[config.mk]
export PLATFORM = sky130hd
export DESIGN_NAME = pmb_ram
export DESIGN_NICKNAME = d
export VERILOG_FILES = /design/src/rtl/core/pmb_pkg.sv /design/src/rtl/core/pmb_ram.sv
export SDC_FILE = /design/constraint.sdc
export NUM_CORES = 1
export LEC_CHECK = 0
export BUFFER_PORTS_ARGS = -buffer_cell sky130_fd_sc_hd__buf_2
export CAP_MARGIN = 5
export CORE_AREA = 3 3 246 176
export CTS_CLUSTER_SIZE = 40
export DETAILED_ROUTE_END_ITERATION = 6
export DIE_AREA = 0 0 249 179
export SLEW_MARGIN = 20
export SYNTH_ARGS = -nofsm -noshare
export SYNTH_HDL_FRONTEND = slang
export SYNTH_SLANG_ARGS = --single-unit
export TNS_END_PERCENT = 1
[constraint.sdc]
create_clock -name clk -period 3.46 [get_ports clk]
set_input_delay 0.346 -clock clk [delete_from_list [all_inputs] [get_ports clk]]
set_output_delay 0.346 -clock clk [all_outputs]
set_load 0.02 [all_outputs]
[src/rtl/core/pmb_pkg.sv]
// Shared types and constants of the paged I2C slave mailbox.
package pmb_pkg;

  typedef logic [7:0] byte_t;

  typedef enum logic [2:0] {
    KIND_WRITE_START = 3'd0,
    KIND_READ_START  = 3'd1,
    KIND_RX_BYTE     = 3'd2,
    KIND_TX_EMPTY    = 3'd3,
    KIND_STOP        = 3'd4,
    KIND_LOAD_PAGE   = 3'd5,
    KIND_READ_RX     = 3'd6,
    KIND_SET_PAGE    = 3'd7
  } kind_t;

  typedef enum logic {
    ST_IDLE  = 1'b0,
    ST_FETCH = 1'b1
  } state_t;

  // What the result of a pending item is made of once memory data returns.
  typedef struct packed {
    logic tx_valid;
    logic use_page;
    logic use_rx;
  } pend_t;

  localparam byte_t MAX_REPLY = 8'd64;
  localparam byte_t IDLE_BYTE = 8'hFF;

endpackage

[src/rtl/core/pmb_ram.sv]
// Byte-wide single-port synchronous RAM with registered read data.
module pmb_ram #(
  parameter int DEPTH = 64,
  parameter int AW    = 6
) (
  input  logic            clk,
  input  logic            we,
  input  logic [AW-1:0]   addr,
  input  pmb_pkg::byte_t  wdata,
  output pmb_pkg::byte_t  rdata
);

  pmb_pkg::byte_t mem [DEPTH];

  always_ff @(posedge clk) begin
    if (we) begin
      mem[addr] <= wdata;
    end
    rdata <= mem[addr];
  end

endmodule

After elaboration in Yosys (flattened, before gate mapping)
Memories as Yosys holds them, arrays and structs flattened. A register that Yosys moved wholly into a read port is not among the register bits.
Cells that the tools add are included.
{"block": "totals", "reg_bits": 0, "out_inout_bits": 8, "ramBits": 512, "n_memories": 1}
{"memory": "mem", "depth": 64, "word_bits": 8, "rd": 1, "rd_clocked_by_memory_dff": 1, "wr": 1, "line_no": "pmb_ram.sv:13", "source": "pmb_pkg::byte_t mem [DEPTH];"}
{"block": "op_classes", "mux": 2}
{"operator": "1-bit two-way mux", "n": 2}

Longest topological paths before layout
Gate-level depths: netlist (run 1).
{"block": "depth", "word_depth": 2, "ltp_mapped": 10, "ltp_nobuf": 5}

Worst setup path before layout (run 1)
Ideal clock, no wire load.
{"block": "synth_path", "path_type": "input port to flip-flop", "start": "input port addr[1]", "end": "memory mem[13][0] (netlist name), enable pin", "arrival_ns": 2.074, "setup_time_ns": 0.370, "path_buffers": 4, "path_stages": 7, "setup_slack_ns": 1.015, "cell_sequence": "buf_6 > buf_6 > nor2b_1 > clkbuf_1 > clkbuf_1 > nand3_1 > nor2_1"}
{"item": "start: declaration", "line_no": "pmb_ram.sv:8", "source": "input logic [AW-1:0] addr,"}
{"item": "end: declaration", "line_no": "pmb_ram.sv:13"}
Straight into the memory's write port.

==> results of run 1 <==
-- how the worst max path moves through the flow --
| stage | from | endpoint | slack [ns] |
|---|---|---|---|
| floorplan | addr[1] | mem[13][0] | 1.02 |
| global placement | addr[1] | rdata[1] | 0.39 |
| detailed placement | addr[0] | mem[53][3] | 0.47 |
| CTS | addr[1] | rdata[1] | 1.07 |
| global route | addr[1] | rdata[1] | 0.89 |
| finish | addr[1] | rdata[4] | 0.78 |
-- metal layers --
layer,up-vias,global-route usage (%)
met5,-,0
met4,0,6.220
met3,76,6.177
met2,578,33.67
met1,5963,38.14
li1,4982,-
-- worst register-to-register path, stage by stage, from the launching register on --
cell and delay, ns:
edfxtp_1 0.37, mux2_1 0.30, mux4_2 0.45, o21ai_1 0.36, o2111ai_1 0.19, or4b_1 0.54
-- state kept, by name, summed over array words and instances (netlist names) --
signal / flops
mem: 512
rdata: 8
-- power breakdown --
part / internal (mW) / leakage [nW] / switching [mW] / total (mW)
clock: 2.95 / 0.742 / 2.27 / 5.23
sequential: 6.97 / 4.67 / 0.0195 / 6.99
combinational: 0.244 / 2.28 / 0.519 / 0.763
total: 10.2 / 7.69 / 2.81 / 13.0
-- stage by stage --
step                hold WS (ns)  setup slack (ns)  instances  util (%)  cell area [sq um]
floorplan                 0.4449             1.015       1171         -              20450
global placement          0.6371            0.3876       1779     53.44              21850
detailed placement        0.6424            0.4667       1779     53.45              21850
CTS                       0.2387             1.072       1866     57.17              23370
global route              0.2555            0.8937       1866     57.17              23370
finish                    0.2621            0.7832       1866     57.17              23370
-- synth_stat cells (all sizes together), types with 21 or more instances --
cell,number
nand2,45
mux4,41
a221oi,21
buf,45
nand2b,24
nor2,82
clkbuf,36
edfxtp,512
o22ai,22
mux2i,63
a21oi,28
a22oi,40
-- cell families after synthesis --
logic type,count (synthesis),synth area share [%]
muxes,116,8.260
AOI/OAI and AO/OA,222,8.076
DFF,520,75.97
and+or+nand+nor,229,5.715
buffers and inverters,84,1.982
-- layout make-up --
cell class                      instances  area share, %
Sequential cell                       520          66.47
Multi-Input combinational cell        567          19.34
Clock buffer                           55          5.161
Timing Repair Buffer                  145          4.727
Tap cell                              544          2.912
Clock inverter                         32          1.349
Inverter                                3        0.04818
==> results.md, run 1 <==
- Fillers: 3112
- Largest net degree at the start of global routing: 65
- Drt pass-1 iters: 5
- Post-synth EDFFs: 512
- Mapped cell area: 0.02045 sq mm
- Clock-pin slew on the worst setup and hold paths: 0.07 ns
- Synth Register Bits: 520
- Setup violators final: 0
- Nets: 1300
- Commonest non-fill, non-tap cell in the layout: edfxtp_1
- Power consumption: 12.98 mW
- Remaining routing DRC violations: 0
- P_leak: 7.692 nW
- Root Driver: clkbuf_16
- Antenna diodes: 0
- Initial antenna violation count: 0
- Max rail drop VDD: 577.5 uV
- Wire per inst: 28.79 microns
- PostCTS Resize Cnt: 0
- Crit path cell chain: buf_4 -> buf_12 -> buf_4 -> and2_1 -> a221oi_1 -> o32ai_1 -> nor4_1 -> nand4_1
- Rel. slew slack: 23.22%
- Final Wtd Congestion: 0.9336
- Initial core utilization: 50.02%
- CP dominant cell by count: buf_4
- Highest metal used: met4
- Worst Path Required: 3.85 ns
- Dominant cells by area after synthesis: edfxtp_1 (75%), mux4_2 (4.5%), mux2i_1 (3.1%), nor2_1 (1.5%), a22oi_1 (1.5%)
- FF-to-FF Start: mem[2][7]
- Hold crit path type: input pin to register
- Drt total wl: 53730 microns
- H-tree depth: 2
- CTS Hold Bufs: 0
- CTS Buf Count: 47
- Post-route ant nets: 0
- Final Max Slew Viols: 0
- CTS tree: yes
- Footprint of the multi-input gates: 0.004519 sq mm
- Hold Path Cell Cnt: 1
- Detail-routed via count per cell: 6.216
- Worst-Skew Late Latency: 0.58 ns
- Die area: 0.04457 sq mm
- # clock sinks: 520
- Hold EP: mem[56][1]
- First-pass GRT wire length: 78310 microns
- Chip Height: 179 microns
- Critical path's largest stage delay: 0.60 ns
- R2R Setup Slk: 1.15 ns
- Synthesized Nets: 1187
- Worst-Margin Slew: 1.149 ns
- IO Port Bufs: 23
- Period utilization: 77.36%
- Critical R2R Capture: rdata[7]
- Metal2 WL: 22310 microns
- Seq/Total Area, Yosys: 75.97%
- Synthesis warning total: 0
- # Post-CTS Setup Buffers: 0
- Ys flop type: edfxtp_1
- Hold path startpoint: wdata[1]
- Synth top area share: 75.18%
- Cell count after synthesis: 1171
- CP Data Arrival Time: 3.06 ns
- DP HPWL: 34530 microns
- Top Family by Delay on Critical Path: simple AND/OR/NAND/NOR gates
- CP Max Fanout: 33
- Wl on met1: 24540 microns
- Syn Area/Cell: 17.46 sq um
- Die width: 249 microns
- Status: complete, no violations
- WS Path Type: input pin to register
- Minimum clock period: 2.677 ns
- Layout cells sized above 1: 20.50%
- Crit path max-delay cell type: nor4_1
- Final Hold Violating Endpoints: 0
- Number of global-route vias before repair: 11.16k
- Most frequent cells in the layout: edfxtp_1 (512), buf_4 (119), nor2_1 (80)
- Yosys cell types: 56
- Critical path depth: 8
- Clk_skew: 0.02336 ns
- IO Pins: 24
- Max-cap check violation count: 0
- Clock Path Buffers: 3
- Achievable frequency: 373.6 MHz
- RSZ-0062 raised after global routing: no
- PD cells: 555.3 mW/mm^2
- Rows: 62
- Core area: 0.04088 sq mm
- Gr ovfl total: 0
- Total global-route track usage: 24.26%
- Met3 wire len: 5764 microns
- Area leader, netlist: edfxtp_1
- Async S/R FF share, synth: 0%
- CP bufs+invs: 3
- TNS Setup: 0 ns
- Worst Setup Start Kind: input pin
- R2r worst-path depth: 5
- Register Area: 0.01553 sq mm
- Area added between synthesis and finish: 14.29%
- Critical Path Sink Type: register
- Via count: 11.60k
- Initial DRC Count: 1438
Note: power is estimated with default switching activity, not from simulation.
==> run 2, diff against run 1 <==
--- a/config.mk
+++ b/config.mk
@@ -5,12 +5,14 @@
 export SDC_FILE = /design/constraint.sdc
 export NUM_CORES = 1
 export LEC_CHECK = 0
+export ABC_AREA = 1
 export BUFFER_PORTS_ARGS = -buffer_cell sky130_fd_sc_hd__buf_2
 export CAP_MARGIN = 5
-export CORE_AREA = 3 3 246 176
+export CORE_AREA = 3 3 255 182
 export CTS_CLUSTER_SIZE = 40
 export DETAILED_ROUTE_END_ITERATION = 6
-export DIE_AREA = 0 0 249 179
+export DIE_AREA = 0 0 258 185
+export PLACE_DENSITY = 0.65
 export SLEW_MARGIN = 20
 export SYNTH_ARGS = -nofsm -noshare
 export SYNTH_HDL_FRONTEND = slang
==> constraint.sdc (replaced) <==
create_clock -name clk -period 2.6 [get_ports clk]
set_input_delay 0.26 -clock clk [delete_from_list [all_inputs] [get_ports clk]]
set_output_delay 0.26 -clock clk [all_outputs]
set_load 0.02 [all_outputs]
==> run 2 against run 1 <==
Critical path depth down 3; sequential power up 33%; register-to-register slack better by 0.03 ns; clock skew down 0.0075 ns; setup slack better by 0.15 ns; critical endpoint is now mem[25][7]; largest cell class unchanged.
==> results.md, run 2 <==
- Status: complete, no violations
- Wire per inst: 19.37 microns
- P_leak: 10.49 nW
- Total global-route track usage: 23.63%
- RSZ-0062 raised after global routing: no
- Achievable frequency: 598.4 MHz
- Crit path cell chain: clkbuf_8 -> buf_12 -> nand3_1 -> buf_4 -> nor2_1
- Power share of the sequential group: 53.1%
- P_int: 13.58 mW
- Dominant cells by area after synthesis: edfxtp_1 (70%), nand2_1 (24%), nor2_1 (1.5%), buf_2 (1.2%), buf_6 (0.77%)
- CP Data Arrival Time: 1.88 ns
- Ys flop type: edfxtp_1
- Mapped cell area: 0.02204 sq mm
- Place WS: 0.3545 ns
- R2R Setup Slk: 1.18 ns
- Final Wtd Congestion: 0.8795
- Worst Path Required: 2.81 ns
- Crit path max-delay cell type: nor2_1
- Synth top area share: 69.74%
- Chip Height: 185 microns
- Drt pass-1 iters: 6
- Remaining routing DRC violations: 0
- Most frequent cell after synthesis: nand2_1
- Hold path startpoint: wdata[3]
- Worst-Skew Late Latency: 0.58 ns
- Worst Setup Start Kind: input pin
- Max-cap check violation count: 0
- Initial core utilization: 50.33%
- Psw: 3.924 mW
- Post-route ant nets: 0
- Final Max Slew Viols: 0
- Dpl cell area: 0.02334 sq mm
- WS Path Type: input pin to register
- Synthesized Nets: 2183
- CP Max Fanout: 55
- Final Hold Violating Endpoints: 0
- Drt total wl: 55780 microns
- Clk_skew: 0.01583 ns
- Rows: 64
- Critical Path Sink Type: register
- Async S/R FF share, synth: 0%
- Hold crit path type: input pin to register
- Seq/Total Area, Yosys: 70.47%
- Clock-pin slew on the worst setup and hold paths: 0.06 ns
- Layout cells sized above 1: 9.764%
- Area leader, netlist: edfxtp_1
- Most frequent cells in the layout: nand2_1 (1384), edfxtp_1 (512), buf_4 (94)
- Core area: 0.04380 sq mm
- Final worst slack: 0.9289 ns
- Worst setup path start: addr[0]
- # clock sinks: 520
- Cell count after synthesis: 2167
- First-pass GRT wire length: 85720 microns
- Die area: 0.04773 sq mm
- Post-synth EDFFs: 512
- Biggest register: mem
- Nets: 2263
- Regs by FF count: mem (512), rdata (8)
- Via count: 15.02k
- Worst-Margin Slew: 0.8352 ns
- Root Driver: clkbuf_16
- Yosys cell types: 22
- IO Port Bufs: 23
- CTS tree: yes
- Largest net degree at the start of global routing: 121
- Most frequent cells after synthesis: nand2_1 (1384), edfxtp_1 (512), nor2_1 (87)
- Initial DRC Count: 1945
- Commonest non-fill, non-tap cell in the layout: nand2_1
- Synthesis warning total: 0
- Max FFs per register: 512
- Minimum clock period: 1.671 ns
- Rel. slew slack: 44.11%
- Cell area after layout: 0.02490 sq mm
- Number of global-route vias before repair: 14.39k
- DP HPWL: 33240 microns
- Power consumption: 17.50 mW
- Setup violators final: 0
- Logic pwr share: 6.6%
- CTS Hold Bufs: 0
- Clock Path Buffers: 3
- Die width: 258 microns
- FF-to-FF Start: mem[60][0]
- Initial antenna violation count: 3
- CTS Buf Count: 48
- Clock power share: 40.3%
- Area added between synthesis and finish: 12.95%
- Period utilization: 64.27%
- H-tree depth: 2
- # Post-CTS Setup Buffers: 0
- Gr ovfl total: 0
- PD cells: 703.0 mW/mm^2
- Syn Area/Cell: 10.17 sq um
- Hold WS: 0.1968 ns
- TNS Setup: 0 ns
- Critical path's largest stage delay: 0.64 ns
- Max rail drop VDD: 672.4 uV
- Synth Register Bits: 520
- IO Pins: 24
- PostCTS Resize Cnt: 0
- Detail-routed via count per cell: 5.218
- Net Sw Frac: 22.42%
run 2: cell count changes after synthesis, sizes merged, moves of 21 or more:
| cell | delta |
|---|---|
| a22oi | -40 |
| mux2i | -63 |
| a221oi | -21 |
| buf | +33 |
| mux4 | -41 |
| nand2 | +1339 |
| inv | +26 |
| a21oi | -28 |
| nand2b | -24 |
| o22ai | -22 |
run 2: per-stage QoR:
stage          instances  utilization, %
6_report            2879           56.84
5_1_grt             2879           56.84
4_1_cts             2878           56.84
3_3_place_gp        2791           53.28
2_1_floorplan       2167               -
3_5_place_dp        2791           53.28
run 2: final timing paths:
| path | to | cells after the start |
|---|---|---|
| setup / recovery | mem[25][7] | 5 |
| hold / removal | mem[34][3] | 1 |
| setup reg to reg | rdata[0] | 10 |
| hold reg to reg | rdata[6] | 6 |
run 2: layout make-up:
type                    count  area [sq um]
flip-flops and latches    520         15530
multi-input cells        1516          5814
well taps                 594         743.2
fillers                  3749         18900
clock buffers              58          1281
inverters                  30         120.1
clock inverters            29         277.8
repair buffers            131          1125
diodes                      1         2.502
run 2: logic make-up (layout without fill, tap and decap cells):
kind of cell,count (synthesis),count (layout),share of synthesized area (%)
flops,520,520,70.47
compound gates,12,12,0.3292
other cells,0,1,0
simple gates,1504,1504,26.05
buf+inv,131,248,3.156
run 2: worst max-delay path: cells and delay by family:
kind	cells	cell delay, ns
buffers and inverters	3	0.78
and+or+nand+nor	2	0.77
run 2: per-layer routing:
metal	GRT usage, %	wire length (microns)
met5	0	21
met2	35.70	24630
met4	5.294	938
met1	35.61	25120
met3	4.811	5064
run 2: power by group through the flow:
stage                     clock network [mW]  registers, mW  logic, mW
after floorplan                            0           9.50      0.634
after CTS                               7.16           9.30       1.14
after detailed placement                   0           9.48       1.14
after global routing                    7.50           9.30       1.27
after global placement                     0           9.48       1.13
final                                   7.05           9.30       1.15
==> run 3, diff against run 2 <==
==> constraint.sdc (replaced) <==
create_clock -name clk -period 1.6 [get_ports clk]
set_input_delay 0.16 -clock clk [delete_from_list [all_inputs] [get_ports clk]]
set_output_delay 0.16 -clock clk [all_outputs]
set_load 0.02 [all_outputs]
==> run 3 against run 2 <==
Die area is the same; final cell count grew 2.7%; sequential share of layout area shrank 2.5 points.
==> results.md, run 3 (synthesis results as in run 2) <==
- Hold EP: mem[40][1]
- Final Hold Violating Endpoints: 0
- Total global-route track usage: 23.83%
- Gr ovfl total: 0
- RSZ-0062 raised after global routing: no
- CP dominant cell by count: nand2_1
- Max FFs per register: 512
- Core area: 0.04380 sq mm
- CTS Buf Count: 49
- Hold crit path type: input pin to register
- Regs by FF count: mem (512), rdata (8)
- IO Port Bufs: 23
- Clock Path Buffers: 3
- Die width: 258 microns
- Worst-Skew Late Latency: 0.57 ns
- Biggest register: mem
- Wire per inst: 19.14 microns
- Layout cells sized above 1: 12.99%
- R2R Setup Slk: 0.09 ns
- Dpl cell area: 0.02417 sq mm
- Rows: 64
- Via count: 15.31k
- Top Family by Delay on Critical Path: simple AND/OR/NAND/NOR gates
- Initial antenna violation count: 2
- TNS Setup: 0 ns
- Setup violators final: 0
- Most frequent cells in the layout: nand2_1 (1383), edfxtp_1 (512), buf_4 (156)
- Antenna diodes: 0
- Rel. slew slack: 51.10%
- Final Max Slew Viols: 0
- Largest net degree at the start of global routing: 65
- Hold WS: 0.1074 ns
- Max-cap check violation count: 0
- Nets: 2343
- Drt pass-1 iters: 5
- H-tree depth: 2
- Hold path startpoint: wdata[1]
- Net Sw Frac: 21.68%
- Worst-Margin Slew: 0.7335 ns
- FF-to-FF Start: mem[29][3]
- Detail-routed via count per cell: 5.175
- # clock sinks: 520
- CP Max Fanout: 1
- IO Pins: 24
- Critical Path Sink Type: register
- Utilization after layout: 59.22%
- Psw: 6.500 mW
- PD cells: 1156 mW/mm^2
- P_leak: 11.04 nW
- WS Path Type: register to register
- Commonest non-fill, non-tap cell in the layout: nand2_1
- Minimum clock period: 1.506 ns
- Clock-pin slew on the worst setup and hold paths: 0.07 ns
- R2r worst-path depth: 10
- Clk_skew: 0.01787 ns
- Crit path max-delay cell type: edfxtp_1
- Period utilization: 94.16%
- Chip Height: 185 microns
- First-pass GRT wire length: 86640 microns
- Hold Path Cell Cnt: 2
- Drt total wl: 56600 microns
- Power consumption: 29.99 mW
- Clock power share: 42.6%
- CTS tree: yes
- Worst Path Required: 2.05 ns
- Post-route ant nets: 0
- Initial DRC Count: 1801
- Area added between synthesis and finish: 17.66%
- Power share of the sequential group: 50.4%
- Achievable frequency: 663.8 MHz
- Logic pwr share: 7.0%
- Remaining routing DRC violations: 0
- Root Driver: clkbuf_16
- Number of global-route vias before repair: 14.44k
- Crit path cell chain: nand2_1 -> nand2_1 -> nand2_1 -> nand2_1 -> nand2_1 -> nand2_1 -> nand2_1 -> nand2_1 -> nor2_1 -> nand2_1
- CTS Hold Bufs: 0
- DP HPWL: 35530 microns
- P_int: 23.49 mW
- Status: complete, no violations
- CP bufs+invs: 0
- Worst Setup Start Kind: register
- Die area: 0.04773 sq mm
- Critical R2R Capture: rdata[3]
- Final Wtd Congestion: 0.8960
- Initial core utilization: 50.33%
- CP Data Arrival Time: 1.96 ns
- Critical path's largest stage delay: 0.36 ns
- Max rail drop VDD: 907.8 uV
- Cell area after layout: 0.02594 sq mm
-- run 3: cell count changes in the layout (fill, tap and decap cells not counted), sizes merged --
cell and change:
clkbuf -1, clkinv -6, buf +79, bufinv +7, clkinvlp +1, diode -1
-- run 3: worst max-delay path by stage --
stage	startpoint	endpoint	slack, ns	cells after the start
6_report	mem[29][3]	rdata[3]	0.09	10
5_1_grt	mem[11][2]	rdata[2]	0.01	10
4_1_cts	mem[5][7]	rdata[7]	0.11	11
3_5_place_dp	addr[0]	rdata[0]	-0.25	14
3_3_place_gp	addr[0]	rdata[0]	-0.24	14
2_1_floorplan	addr[1]	mem[14][0]	-0.15	5
-- run 3: cell type report --
type	instances	area (sq um)
fillers	3636	17860
flip-flops and latches	520	15530
multi-input cells	1516	5847
repair buffers	210	1931
clock buffers	57	1309
well taps	594	743.2
clock inverters	31	455.4
inverters	30	118.9
-- run 3: power groups by stage --
| stage | Clock (mW) | Combinational [mW] | Sequential, mW |
|---|---|---|---|
| 6_report | 12.8 | 2.09 | 15.1 |
| 5_1_grt | 13.4 | 2.30 | 15.1 |
| 4_1_cts | 12.9 | 2.08 | 15.1 |
| 3_5_place_dp | 0 | 2.07 | 15.4 |
| 2_1_floorplan | 0 | 1.04 | 15.4 |
| 3_3_place_gp | 0 | 2.05 | 15.4 |
-- run 3: stage by stage --
stage	cells	worst slack (ns)
finish	2958	0.09351
global route	2958	0.01054
CTS	2958	0.1136
detailed placement	2870	-0.2478
global placement	2870	-0.2352
floorplan	2167	-0.1538
-- run 3: layer usage --
metal	global-route usage, %	share of wire, %
met1	37.00	46
met4	5.474	2.1
met5	0	0
met2	35.10	42
met3	4.319	9.4
-- run 3: repair_timing --
action / CTS / global route
setup buffers: 0 / 0
setup endpoints to repair: 0 / 1
gates resized for setup: 0 / 1
